$ cat src/rtl/core/i2cbs_pkg.sv
// shared types, command codes and step tables for the i2c bit sequencer
`default_nettype none

package i2cbs_pkg;

  // command codes, also the sequencer state (idle when no command runs)
  localparam logic [2:0] OP_IDLE  = 3'd0;
  localparam logic [2:0] OP_START = 3'd1;
  localparam logic [2:0] OP_STOP  = 3'd2;
  localparam logic [2:0] OP_SEND  = 3'd3;
  localparam logic [2:0] OP_RECV  = 3'd4;
  localparam logic [2:0] OP_SACK  = 3'd5;
  localparam logic [2:0] OP_RACK  = 3'd6;
  localparam logic [2:0] OP_RSVD  = 3'd7;

  // register map
  localparam int unsigned AddrWidth = 3;
  localparam logic REG_STEP_TICKS = 1'b0;

  // one input tick
  typedef struct packed {
    logic [2:0] action;
    logic [7:0] tx_byte;
    logic       ack_level;
    logic       sda_in;
  } in_item_t;

  // one result per tick
  typedef struct packed {
    logic       scl_level;
    logic       sda_level;
    logic       busy_res;
    logic       done_res;
    logic [7:0] rx_byte;
    logic       ack_seen;
    logic       rejected;
  } res_item_t;

  // number of line steps in each command
  function automatic logic [4:0] seq_len(input logic [2:0] op);
    logic [4:0] len;
    unique case (op)
      OP_START: len = 5'd4;
      OP_STOP:  len = 5'd3;
      OP_SEND:  len = 5'd24;
      OP_RECV:  len = 5'd25;
      OP_SACK:  len = 5'd3;
      OP_RACK:  len = 5'd4;
      default:  len = 5'd0;
    endcase
    return len;
  endfunction

endpackage

`default_nettype wire

$ cat src/rtl/core/i2cbs_if.sv
// valid/ready channel interfaces for the tick input and the result output
`default_nettype none

interface i2cbs_in_if;
  logic       valid;
  logic       ready;
  logic [2:0] action;
  logic [7:0] tx_byte;
  logic       ack_level;
  logic       sda_in;

  modport source (output valid, action, tx_byte, ack_level, sda_in, input ready);
  modport sink (input valid, action, tx_byte, ack_level, sda_in, output ready);
endinterface

interface i2cbs_out_if;
  logic       valid;
  logic       ready;
  logic       scl_level;
  logic       sda_level;
  logic       busy_res;
  logic       done_res;
  logic [7:0] rx_byte;
  logic       ack_seen;
  logic       rejected;

  modport source (output valid, scl_level, sda_level, busy_res, done_res, rx_byte,
                  ack_seen, rejected, input ready);
  modport sink (input valid, scl_level, sda_level, busy_res, done_res, rx_byte,
                ack_seen, rejected, output ready);
endinterface

`default_nettype wire

$ cat src/rtl/core/i2cbs_regs.sv
// apb configuration register block holding step_ticks
`default_nettype none

module i2cbs_regs (
  input  wire logic                           clk_i,
  input  wire logic                           rst_ni,
  input  wire logic                           psel,
  input  wire logic                           penable,
  input  wire logic                           pwrite,
  input  wire logic [i2cbs_pkg::AddrWidth-1:0] paddr,
  input  wire logic [31:0]                    pwdata,
  output logic      [31:0]                    prdata,
  output logic                                pready,
  output logic      [15:0]                    step_ticks_o
);

  logic [15:0] step_ticks_q;
  logic        wr_en;
  logic        sel_step;

  // word select ignores the byte offset bits
  assign sel_step = (paddr[2] == i2cbs_pkg::REG_STEP_TICKS);
  assign wr_en    = psel && penable && pwrite;
  assign pready   = 1'b1;

  // register write
  always_ff @(posedge clk_i or negedge rst_ni) begin
    if (!rst_ni) begin
      step_ticks_q <= 16'd1;
    end else if (wr_en && sel_step) begin
      step_ticks_q <= pwdata[15:0];
    end
  end

  // read back
  always_comb begin
    prdata = 32'd0;
    if (sel_step) begin
      prdata = {16'd0, step_ticks_q};
    end
  end

  assign step_ticks_o = step_ticks_q;

endmodule

`default_nettype wire

$ cat src/rtl/core/i2cbs_seq.sv
// line step sequencer: command state, tick timer, shift registers and line drive
`default_nettype none

module i2cbs_seq (
  input  wire logic                 clk_i,
  input  wire logic                 rst_ni,
  input  wire logic                 step_en_i,
  input  wire i2cbs_pkg::in_item_t  item_i,
  input  wire logic [15:0]          step_ticks_i,
  output i2cbs_pkg::res_item_t      res_o
);

  logic [2:0]  op_q, op_d;
  logic [4:0]  si_q, si_d;
  logic [15:0] tick_q, tick_d;
  logic [7:0]  tx_q, tx_d;
  logic [7:0]  rx_q, rx_d;
  logic        ack_q, ack_d;
  logic        scl_q, scl_d;
  logic        sda_q, sda_d;
  // position inside the three-step bit slot of send and receive byte
  logic [1:0]  ph_q, ph_d;
  logic [2:0]  bit_q, bit_d;

  logic [2:0]  act;
  logic [15:0] limit;
  logic [15:0] tick_inc;
  logic [1:0]  ph_inc;
  logic [2:0]  bit_inc;
  logic        run;
  logic        done;
  logic        rej;
  logic [7:0]  rx_out;
  logic        ack_out;

  assign act      = (item_i.action == i2cbs_pkg::OP_RSVD) ? i2cbs_pkg::OP_IDLE
                                                          : item_i.action;
  assign limit    = (step_ticks_i == 16'd0) ? 16'd1 : step_ticks_i;
  assign tick_inc = tick_q + 16'd1;
  assign ph_inc   = (ph_q == 2'd2) ? 2'd0 : ph_q + 2'd1;
  assign bit_inc  = (ph_q == 2'd2) ? bit_q + 3'd1 : bit_q;

  // next state for one tick
  always_comb begin
    op_d    = op_q;
    si_d    = si_q;
    tick_d  = tick_q;
    tx_d    = tx_q;
    rx_d    = rx_q;
    ack_d   = ack_q;
    scl_d   = scl_q;
    sda_d   = sda_q;
    ph_d    = ph_q;
    bit_d   = bit_q;
    run     = 1'b0;
    done    = 1'b0;
    rej     = 1'b0;
    rx_out  = 8'd0;
    ack_out = 1'b0;

    if (op_q != i2cbs_pkg::OP_IDLE) begin
      // busy: count ticks, advance one step at the end of each wait
      rej    = (act != i2cbs_pkg::OP_IDLE);
      tick_d = tick_inc;
      if (tick_inc >= limit) begin
        tick_d = 16'd0;
        si_d   = si_q + 5'd1;
        ph_d   = ph_inc;
        bit_d  = bit_inc;
        if (si_d >= i2cbs_pkg::seq_len(op_q)) begin
          done = 1'b1;
          if (op_q == i2cbs_pkg::OP_RECV) begin
            rx_out = rx_q;
          end
          if (op_q == i2cbs_pkg::OP_RACK) begin
            ack_out = ack_q;
          end
          op_d = i2cbs_pkg::OP_IDLE;
          si_d = 5'd0;
        end else begin
          run = 1'b1;
        end
      end
    end else if (act != i2cbs_pkg::OP_IDLE) begin
      // idle: take the command and run its first step now
      op_d   = act;
      si_d   = 5'd0;
      tick_d = 16'd0;
      ph_d   = 2'd0;
      bit_d  = 3'd0;
      if (act == i2cbs_pkg::OP_SEND) begin
        tx_d = item_i.tx_byte;
      end
      if (act == i2cbs_pkg::OP_RECV) begin
        rx_d  = 8'd0;
        // slot starts one step late, after the sda release
        ph_d  = 2'd2;
        bit_d = 3'd7;
      end
      if (act == i2cbs_pkg::OP_SACK) begin
        ack_d = item_i.ack_level;
      end
      run = 1'b1;
    end

    // line action of the step that runs on this tick
    if (run) begin
      unique case (op_d)
        i2cbs_pkg::OP_START: begin
          case (si_d)
            5'd0:    sda_d = 1'b1;
            5'd1:    scl_d = 1'b1;
            5'd2:    sda_d = 1'b0;
            default: scl_d = 1'b0;
          endcase
        end
        i2cbs_pkg::OP_STOP: begin
          case (si_d)
            5'd0:    sda_d = 1'b0;
            5'd1:    scl_d = 1'b1;
            default: sda_d = 1'b1;
          endcase
        end
        i2cbs_pkg::OP_SEND: begin
          case (ph_d)
            2'd0:    sda_d = tx_d[3'd7 - bit_d];
            2'd1:    scl_d = 1'b1;
            default: scl_d = 1'b0;
          endcase
        end
        i2cbs_pkg::OP_RECV: begin
          if (si_d == 5'd0) begin
            sda_d = 1'b1;
          end else begin
            case (ph_d)
              2'd0: scl_d = 1'b1;
              2'd1: begin
                if (item_i.sda_in) begin
                  rx_d = rx_d | (8'h80 >> bit_d);
                end
              end
              default: scl_d = 1'b0;
            endcase
          end
        end
        i2cbs_pkg::OP_SACK: begin
          case (si_d)
            5'd0:    sda_d = ack_d;
            5'd1:    scl_d = 1'b1;
            default: scl_d = 1'b0;
          endcase
        end
        i2cbs_pkg::OP_RACK: begin
          case (si_d)
            5'd0:    sda_d = 1'b1;
            5'd1:    scl_d = 1'b1;
            5'd2:    ack_d = item_i.sda_in;
            default: scl_d = 1'b0;
          endcase
        end
        default: ;
      endcase
    end
  end

  // state registers, updated once per accepted tick
  always_ff @(posedge clk_i or negedge rst_ni) begin
    if (!rst_ni) begin
      op_q   <= i2cbs_pkg::OP_IDLE;
      si_q   <= 5'd0;
      tick_q <= 16'd0;
      tx_q   <= 8'd0;
      rx_q   <= 8'd0;
      ack_q  <= 1'b0;
      scl_q  <= 1'b1;
      sda_q  <= 1'b1;
      ph_q   <= 2'd0;
      bit_q  <= 3'd0;
    end else if (step_en_i) begin
      op_q   <= op_d;
      si_q   <= si_d;
      tick_q <= tick_d;
      tx_q   <= tx_d;
      rx_q   <= rx_d;
      ack_q  <= ack_d;
      scl_q  <= scl_d;
      sda_q  <= sda_d;
      ph_q   <= ph_d;
      bit_q  <= bit_d;
    end
  end

  // result of this tick
  always_comb begin
    res_o.scl_level = scl_d;
    res_o.sda_level = sda_d;
    res_o.busy_res  = (op_d != i2cbs_pkg::OP_IDLE);
    res_o.done_res  = done;
    res_o.rx_byte   = rx_out;
    res_o.ack_seen  = ack_out;
    res_o.rejected  = rej;
  end

endmodule

`default_nettype wire

$ cat src/rtl/core/i2c_master_bit_sequencer.sv
// top level of the tick driven i2c master bit sequencer
// Each accepted input transfer is one time tick and yields exactly one result transfer
// holding the SCL/SDA drive after that tick, busy, a done pulse, the received byte or ack,
// and a rejected flag for a command that arrived while busy. A new tick is taken every
// cycle: the sequencer state advances in one pass of logic between its state registers
// and the result register, so a result shows in the cycle after its tick, and the block
// stalls only while the result register is full and the sink holds ready low. A command
// occupies sequence_length * step_ticks ticks; step_ticks (APB offset 0, reset 1, zero
// means 1) sets the ticks per line step.
`default_nettype none

module i2c_master_bit_sequencer (
  input  wire logic                           clk_i,
  input  wire logic                           rst_ni,
  i2cbs_in_if.sink                            in_ch,
  i2cbs_out_if.source                         out_ch,
  input  wire logic                           psel,
  input  wire logic                           penable,
  input  wire logic                           pwrite,
  input  wire logic [i2cbs_pkg::AddrWidth-1:0] paddr,
  input  wire logic [31:0]                    pwdata,
  output logic      [31:0]                    prdata,
  output logic                                pready
);

  logic [15:0]          step_ticks;
  logic                 in_xfer;
  i2cbs_pkg::in_item_t  item;
  i2cbs_pkg::res_item_t res;
  i2cbs_pkg::res_item_t res_q;
  logic                 out_valid_q;

  i2cbs_regs u_regs (
    .clk_i        (clk_i),
    .rst_ni       (rst_ni),
    .psel         (psel),
    .penable      (penable),
    .pwrite       (pwrite),
    .paddr        (paddr),
    .pwdata       (pwdata),
    .prdata       (prdata),
    .pready       (pready),
    .step_ticks_o (step_ticks)
  );

  // input payload
  always_comb begin
    item.action    = in_ch.action;
    item.tx_byte   = in_ch.tx_byte;
    item.ack_level = in_ch.ack_level;
    item.sda_in    = in_ch.sda_in;
  end

  // take a tick whenever the result register is free or drains this cycle
  assign in_ch.ready = !out_valid_q || out_ch.ready;
  assign in_xfer     = in_ch.valid && in_ch.ready;

  i2cbs_seq u_seq (
    .clk_i        (clk_i),
    .rst_ni       (rst_ni),
    .step_en_i    (in_xfer),
    .item_i       (item),
    .step_ticks_i (step_ticks),
    .res_o        (res)
  );

  // result register
  always_ff @(posedge clk_i or negedge rst_ni) begin
    if (!rst_ni) begin
      out_valid_q <= 1'b0;
    end else if (in_xfer) begin
      out_valid_q <= 1'b1;
    end else if (out_ch.ready) begin
      out_valid_q <= 1'b0;
    end
  end

  always_ff @(posedge clk_i) begin
    if (in_xfer) begin
      res_q <= res;
    end
  end

  assign out_ch.valid     = out_valid_q;
  assign out_ch.scl_level = res_q.scl_level;
  assign out_ch.sda_level = res_q.sda_level;
  assign out_ch.busy_res  = res_q.busy_res;
  assign out_ch.done_res  = res_q.done_res;
  assign out_ch.rx_byte   = res_q.rx_byte;
  assign out_ch.ack_seen  = res_q.ack_seen;
  assign out_ch.rejected  = res_q.rejected;

  // a finished command leaves the sequencer idle
  a_done_idle: assert property (@(posedge clk_i) disable iff (!rst_ni)
    out_valid_q && res_q.done_res |-> !res_q.busy_res)
    else $error("done result while still busy");

  // received byte only shows on a done tick
  a_rx_on_done: assert property (@(posedge clk_i) disable iff (!rst_ni)
    out_valid_q && (res_q.rx_byte != 8'd0) |-> res_q.done_res)
    else $error("rx_byte nonzero outside done");

  // sampled ack only shows on a done tick
  a_ack_on_done: assert property (@(posedge clk_i) disable iff (!rst_ni)
    out_valid_q && res_q.ack_seen |-> res_q.done_res)
    else $error("ack_seen set outside done");

  // a rejected command means a command was already running
  a_rej_busy: assert property (@(posedge clk_i) disable iff (!rst_ni)
    in_xfer && res.rejected |-> (res.busy_res || res.done_res))
    else $error("rejected without a running command");

endmodule

`default_nettype wire
$ cat src/flat_wrapper.sv
// flat-port wrapper written by rule: the top's interface ports become plain ports
module i2c_master_bit_sequencer_flat 
  (clk_i, rst_ni, psel, penable, pwrite, paddr, pwdata, prdata, pready, in_ch_valid, in_ch_action, in_ch_tx_byte, in_ch_ack_level, in_ch_sda_in, in_ch_ready, out_ch_valid, out_ch_scl_level, out_ch_sda_level, out_ch_busy_res, out_ch_done_res, out_ch_rx_byte, out_ch_ack_seen, out_ch_rejected, out_ch_ready);
  i2cbs_in_if in_ch_i ();
  i2cbs_out_if out_ch_i ();
  input  wire logic clk_i;
  input  wire logic rst_ni;
  input  wire logic psel;
  input  wire logic penable;
  input  wire logic pwrite;
  input  wire logic [i2cbs_pkg::AddrWidth-1:0] paddr;
  input  wire logic [31:0] pwdata;
  output logic      [31:0] prdata;
  output logic pready;
  input wire logic [$bits(in_ch_i.valid)-1:0] in_ch_valid;
  input wire logic [$bits(in_ch_i.action)-1:0] in_ch_action;
  input wire logic [$bits(in_ch_i.tx_byte)-1:0] in_ch_tx_byte;
  input wire logic [$bits(in_ch_i.ack_level)-1:0] in_ch_ack_level;
  input wire logic [$bits(in_ch_i.sda_in)-1:0] in_ch_sda_in;
  output wire logic [$bits(in_ch_i.ready)-1:0] in_ch_ready;
  output wire logic [$bits(out_ch_i.valid)-1:0] out_ch_valid;
  output wire logic [$bits(out_ch_i.scl_level)-1:0] out_ch_scl_level;
  output wire logic [$bits(out_ch_i.sda_level)-1:0] out_ch_sda_level;
  output wire logic [$bits(out_ch_i.busy_res)-1:0] out_ch_busy_res;
  output wire logic [$bits(out_ch_i.done_res)-1:0] out_ch_done_res;
  output wire logic [$bits(out_ch_i.rx_byte)-1:0] out_ch_rx_byte;
  output wire logic [$bits(out_ch_i.ack_seen)-1:0] out_ch_ack_seen;
  output wire logic [$bits(out_ch_i.rejected)-1:0] out_ch_rejected;
  input wire logic [$bits(out_ch_i.ready)-1:0] out_ch_ready;
  assign in_ch_i.valid = in_ch_valid;
  assign in_ch_i.action = in_ch_action;
  assign in_ch_i.tx_byte = in_ch_tx_byte;
  assign in_ch_i.ack_level = in_ch_ack_level;
  assign in_ch_i.sda_in = in_ch_sda_in;
  assign in_ch_ready = in_ch_i.ready;
  assign out_ch_valid = out_ch_i.valid;
  assign out_ch_scl_level = out_ch_i.scl_level;
  assign out_ch_sda_level = out_ch_i.sda_level;
  assign out_ch_busy_res = out_ch_i.busy_res;
  assign out_ch_done_res = out_ch_i.done_res;
  assign out_ch_rx_byte = out_ch_i.rx_byte;
  assign out_ch_ack_seen = out_ch_i.ack_seen;
  assign out_ch_rejected = out_ch_i.rejected;
  assign out_ch_i.ready = out_ch_ready;
  i2c_master_bit_sequencer u_core (.clk_i(clk_i), .rst_ni(rst_ni), .in_ch(in_ch_i), .out_ch(out_ch_i), .psel(psel), .penable(penable), .pwrite(pwrite), .paddr(paddr), .pwdata(pwdata), .prdata(prdata), .pready(pready));
endmodule
$ cat config.mk
export PLATFORM = sky130hd
export DESIGN_NAME = i2c_master_bit_sequencer_flat
export DESIGN_NICKNAME = d
export VERILOG_FILES = /design/src/rtl/core/i2cbs_pkg.sv /design/src/rtl/core/i2cbs_if.sv /design/src/rtl/core/i2cbs_regs.sv /design/src/rtl/core/i2cbs_seq.sv /design/src/rtl/core/i2c_master_bit_sequencer.sv /design/src/flat_wrapper.sv
export SDC_FILE = /design/constraint.sdc
export NUM_CORES = 1
export LEC_CHECK = 0
export ABC_AREA = 1
export BUFFER_PORTS_ARGS = -buffer_cell sky130_fd_sc_hd__buf_4
export CAP_MARGIN = 20
export CORE_AREA = 2 2 94 105
export CTS_BUF_LIST = sky130_fd_sc_hd__clkbuf_8
export DETAILED_ROUTE_END_ITERATION = 6
export DIE_AREA = 0 0 96 107
export PLACE_DENSITY_LB_ADDON = 0.3
export SYNTH_ARGS = -nofsm -noshare
export SYNTH_HDL_FRONTEND = slang
export SYNTH_SLANG_ARGS = --single-unit
$ cat constraint.sdc
create_clock -name clk_i -period 4.7 [get_ports clk_i]
set_input_delay 0.47 -clock clk_i [delete_from_list [all_inputs] [get_ports clk_i]]
set_output_delay 0.47 -clock clk_i [all_outputs]
set_load 0.05 [all_outputs]
==> flow_summary.yaml <==
run_status:
  status: "complete, no violations"
cells_and_area:
  area_growth_pct: 14.4
  final_cell_mix: "122 x nand2_1, 108 x inv_1, 87 x nor2_1"
  antenna_cells: 0
  final_layout_size_suffix_gt1_share_pct: 18.3
  nets: 835
  final_common_cell: "nand2_1"
route:
  vias_per_cell: 5.32
  vias: 4667
  postRouteAntennaNets: 0
  wl_per_cell_um: 13.8
  drt_iter0_drc: 175
  firstDrtPassIters: 4
  drc: 0
  drt_wl_total_mm: 12.1
synth:
  synth_largest_area_cell: "dfrtp_1"
  synth_area_leaders: "dfrtp_1 29%, nand2_1 8.7%, edfxtp_1 8.0%"
  synth_seq_cells: 79
  netlist_area_um2: 5260
  ys_seq_area_share_pct: 39.0
  synth_warnings: 0
  synth_edf_count: 14
  ys.flop_type: "dfrtp_1"
  synthCells: 691
  avgSynthCellArea_um2: 7.61
  async_flop_share_pct: 82.3
  synth_cell_types: 49
  yosys.area.top_type_share_pct: 29.5
clock_tree:
  cts_tree: "yes"
  cts_root_buf: "clkbuf_8"
  htree_num_levels: 3
  clkSlewWorstSetupHoldPaths_ps: 90
  clock_sinks: 79
  cts_buffer_depth: 2
  clk_latency_ps: 370
  numCtsBuffers: 9
critical_path:
  r2r-end: "u_core.out_ch.sda_level"
  critical_path.endpoint_type: "flip-flop"
  critPathLaunchType: "flip-flop"
  cp_max_fo: 16
  timing_worst_setup_path_type: "reg -> reg"
  critPathTopFamily: "simple AND/OR/NAND/NOR gates"
  r2r_cells: 28
  reg2reg_slack_ps: 470
  required_ps: 4810
  crit_top_cell: "inv_1"
  worstPathArrival_ps: 4340
  cp_num_buf_inv: 6
  crit_slowest_cell: "dfrtp_1"
  r2r_start: "u_core.u_seq.tick_q[0]"
  slowest_delay_ps: 440
  worst-path-stages: 28
global_routing:
  grt_pass1_vias: 4603
  grt_util_all_layers_pct: 24.9
  antenna_found_initial: 0
  grt_overflow: 0
  grt_max_degree: 66
  grt_pass1_wl_mm: 20.1
pwr:
  powerDensity_nw_per_um2: 533
  cellLeakagePower_nw: 3.15
  vdd_drop_max_mv: 0.268
timing:
  setup_ws_ps: 467
  hold_viol_final: 0
  final.min_clock_period_ps: 4230
  skew_ps: 12.7
  fmax_mhz: 236
  rsz0062_at_grt: "no"
  drv_slew: 0
  slew_headroom_pct: 37.8
  fin_crit_sh_pct: 90.1
  setup_viol: 0
  fin_setup_tns_ps: 0
  worstMarginPinSlew_ps: 926
placed_design:
  io_buffers: 68
  gp_congestion: 0.880
  place_worst_setup_slack_ps: 376
  dp_hpwl_mm: 9.09
worst_hold_path:
  min_path_type: "in -> async"
die:
  fp.dieH_um: 107
  io_pins: 104
  num_rows: 37
  die_area_um2: 10300
  start_util_pct: 57.1
  coreArea_um2: 9210
  die_w_um: 96
job:
  max_cap_violations: 0
synth_stat cells (all sizes together) (2+ instances only):
cell type,count
nand2,129
inv,120
nor2,95
dfrtp,62
nand3,51
o21ai,44
a21oi,42
ha,24
buf,22
o22ai,17
nand4,15
edfxtp,14
xor2,14
clkbuf,11
nor3,8
dfstp,3
nand3b,3
a31oi,2
a32o,2
conb,2
mux2i,2
or2,2
worst max-delay path by stage:
| stage | start | end | slack (ps) |
|---|---|---|---|
| 4_1_cts | u_core.u_seq.tick_q[0] | u_core.out_ch.sda_level | 330 |
| 5_1_grt | u_core.u_seq.tick_q[0] | u_core.out_ch.sda_level | 20 |
| 3_5_place_dp | u_core.u_seq.tick_q[0] | u_core.out_ch.sda_level | 380 |
| 3_3_place_gp | u_core.u_seq.tick_q[0] | u_core.out_ch.sda_level | 530 |
| 2_1_floorplan | u_core.u_seq.tick_q[0] | u_core.out_ch.sda_level | 1070 |
| 6_report | u_core.u_seq.tick_q[0] | u_core.out_ch.sda_level | 470 |
layer usage:
metal  part of all wire (%)  global-route usage [%]
met1                     38                    26.9
met4                    3.5                    12.1
met3                    4.2                    4.64
met2                     54                    45.4
met5                      0                       0
worst register-to-register path, delay by kind of cell, from the launching register on:
family	cells	cell delay, ps
AO/OA/AOI/OAI	3	320
XOR/XNOR	1	190
adder cells (fa/ha/maj)	1	340
buffers and inverters	6	490
flip-flops	1	440
AND/OR/NAND/NOR	17	2210
registers in the layout, indices dropped and copies added (netlist names):
| name | count |
|---|---|
| u_core.u_seq.si_q | 5 |
| u_core.u_seq.tick_q | 16 |
| u_core.u_regs.step_ticks_o | 16 |
| u_core.u_seq.op_q | 3 |
| u_core.out_ch.done_res | 1 |
| u_core.out_ch.busy_res | 1 |
| u_core.u_seq.ph_q | 2 |
| u_core.u_seq.scl_q | 1 |
| u_core.u_seq.rx_q | 8 |
| u_core.out_ch.valid | 1 |
| u_core.out_ch.ack_seen | 1 |
| u_core.out_ch.scl_level | 1 |
| u_core.out_ch.rx_byte | 8 |
| u_core.out_ch.sda_level | 1 |
| u_core.u_seq.bit_q | 3 |
| u_core.u_seq.ack_q | 1 |
| u_core.u_seq.tx_q | 8 |
| u_core.u_seq.sda_q | 1 |
| u_core.out_ch.rejected | 1 |
power by group:
group	internal, mW	switching (mW)	leakage (nW)
Combinational	0.529	1.13	2.10
Clock	0.253	0.282	0.105
Sequential	0.896	0.121	0.939
Total	1.68	1.53	3.15
logic make-up (layout without fill, tap and decap cells):
kind of cell | Yosys count | after routing | share of synthesized area (%)
compound gates | 114 | 114 | 13.2
xor+xnor | 14 | 14 | 2.33
simple gates | 303 | 303 | 26.8
mux | 2 | 2 | 0.381
other cells | 2 | 17 | 0.143
buf+inv | 153 | 208 | 12.4
flops | 79 | 79 | 39.0
fa+ha+maj | 24 | 24 | 5.71
cell type report:
cell class                      count  area, um2
Timing Repair Buffer               72        548
Inverter                          120        453
Tap cell                          117        146
Clock buffer                        9        124
Sequential cell                    79       2050
Fill cell                         772       3190
Multi-Input combinational cell    474       2620
Clock inverter                      7       78.8
metrics by stage:
step	cells	total power [mW]	hold WS, ps	area, um2	utilization, %
5_1_grt	878	3.47	278	6020	65.3
3_3_place_gp	859	2.61	484	5780	62.7
3_5_place_dp	860	2.68	489	5800	62.9
6_report	878	3.21	193	6020	65.3
2_1_floorplan	706	2.29	174	5320	-
4_1_cts	876	3.22	223	6000	65.1
what timing repair did:
action,in CTS,in global routing
setup buffers,0,2
resized for setup,0,1
hold buffers,0,0
endpoints found under the setup margin,0,2
Power figures use the tool's default switching activity.
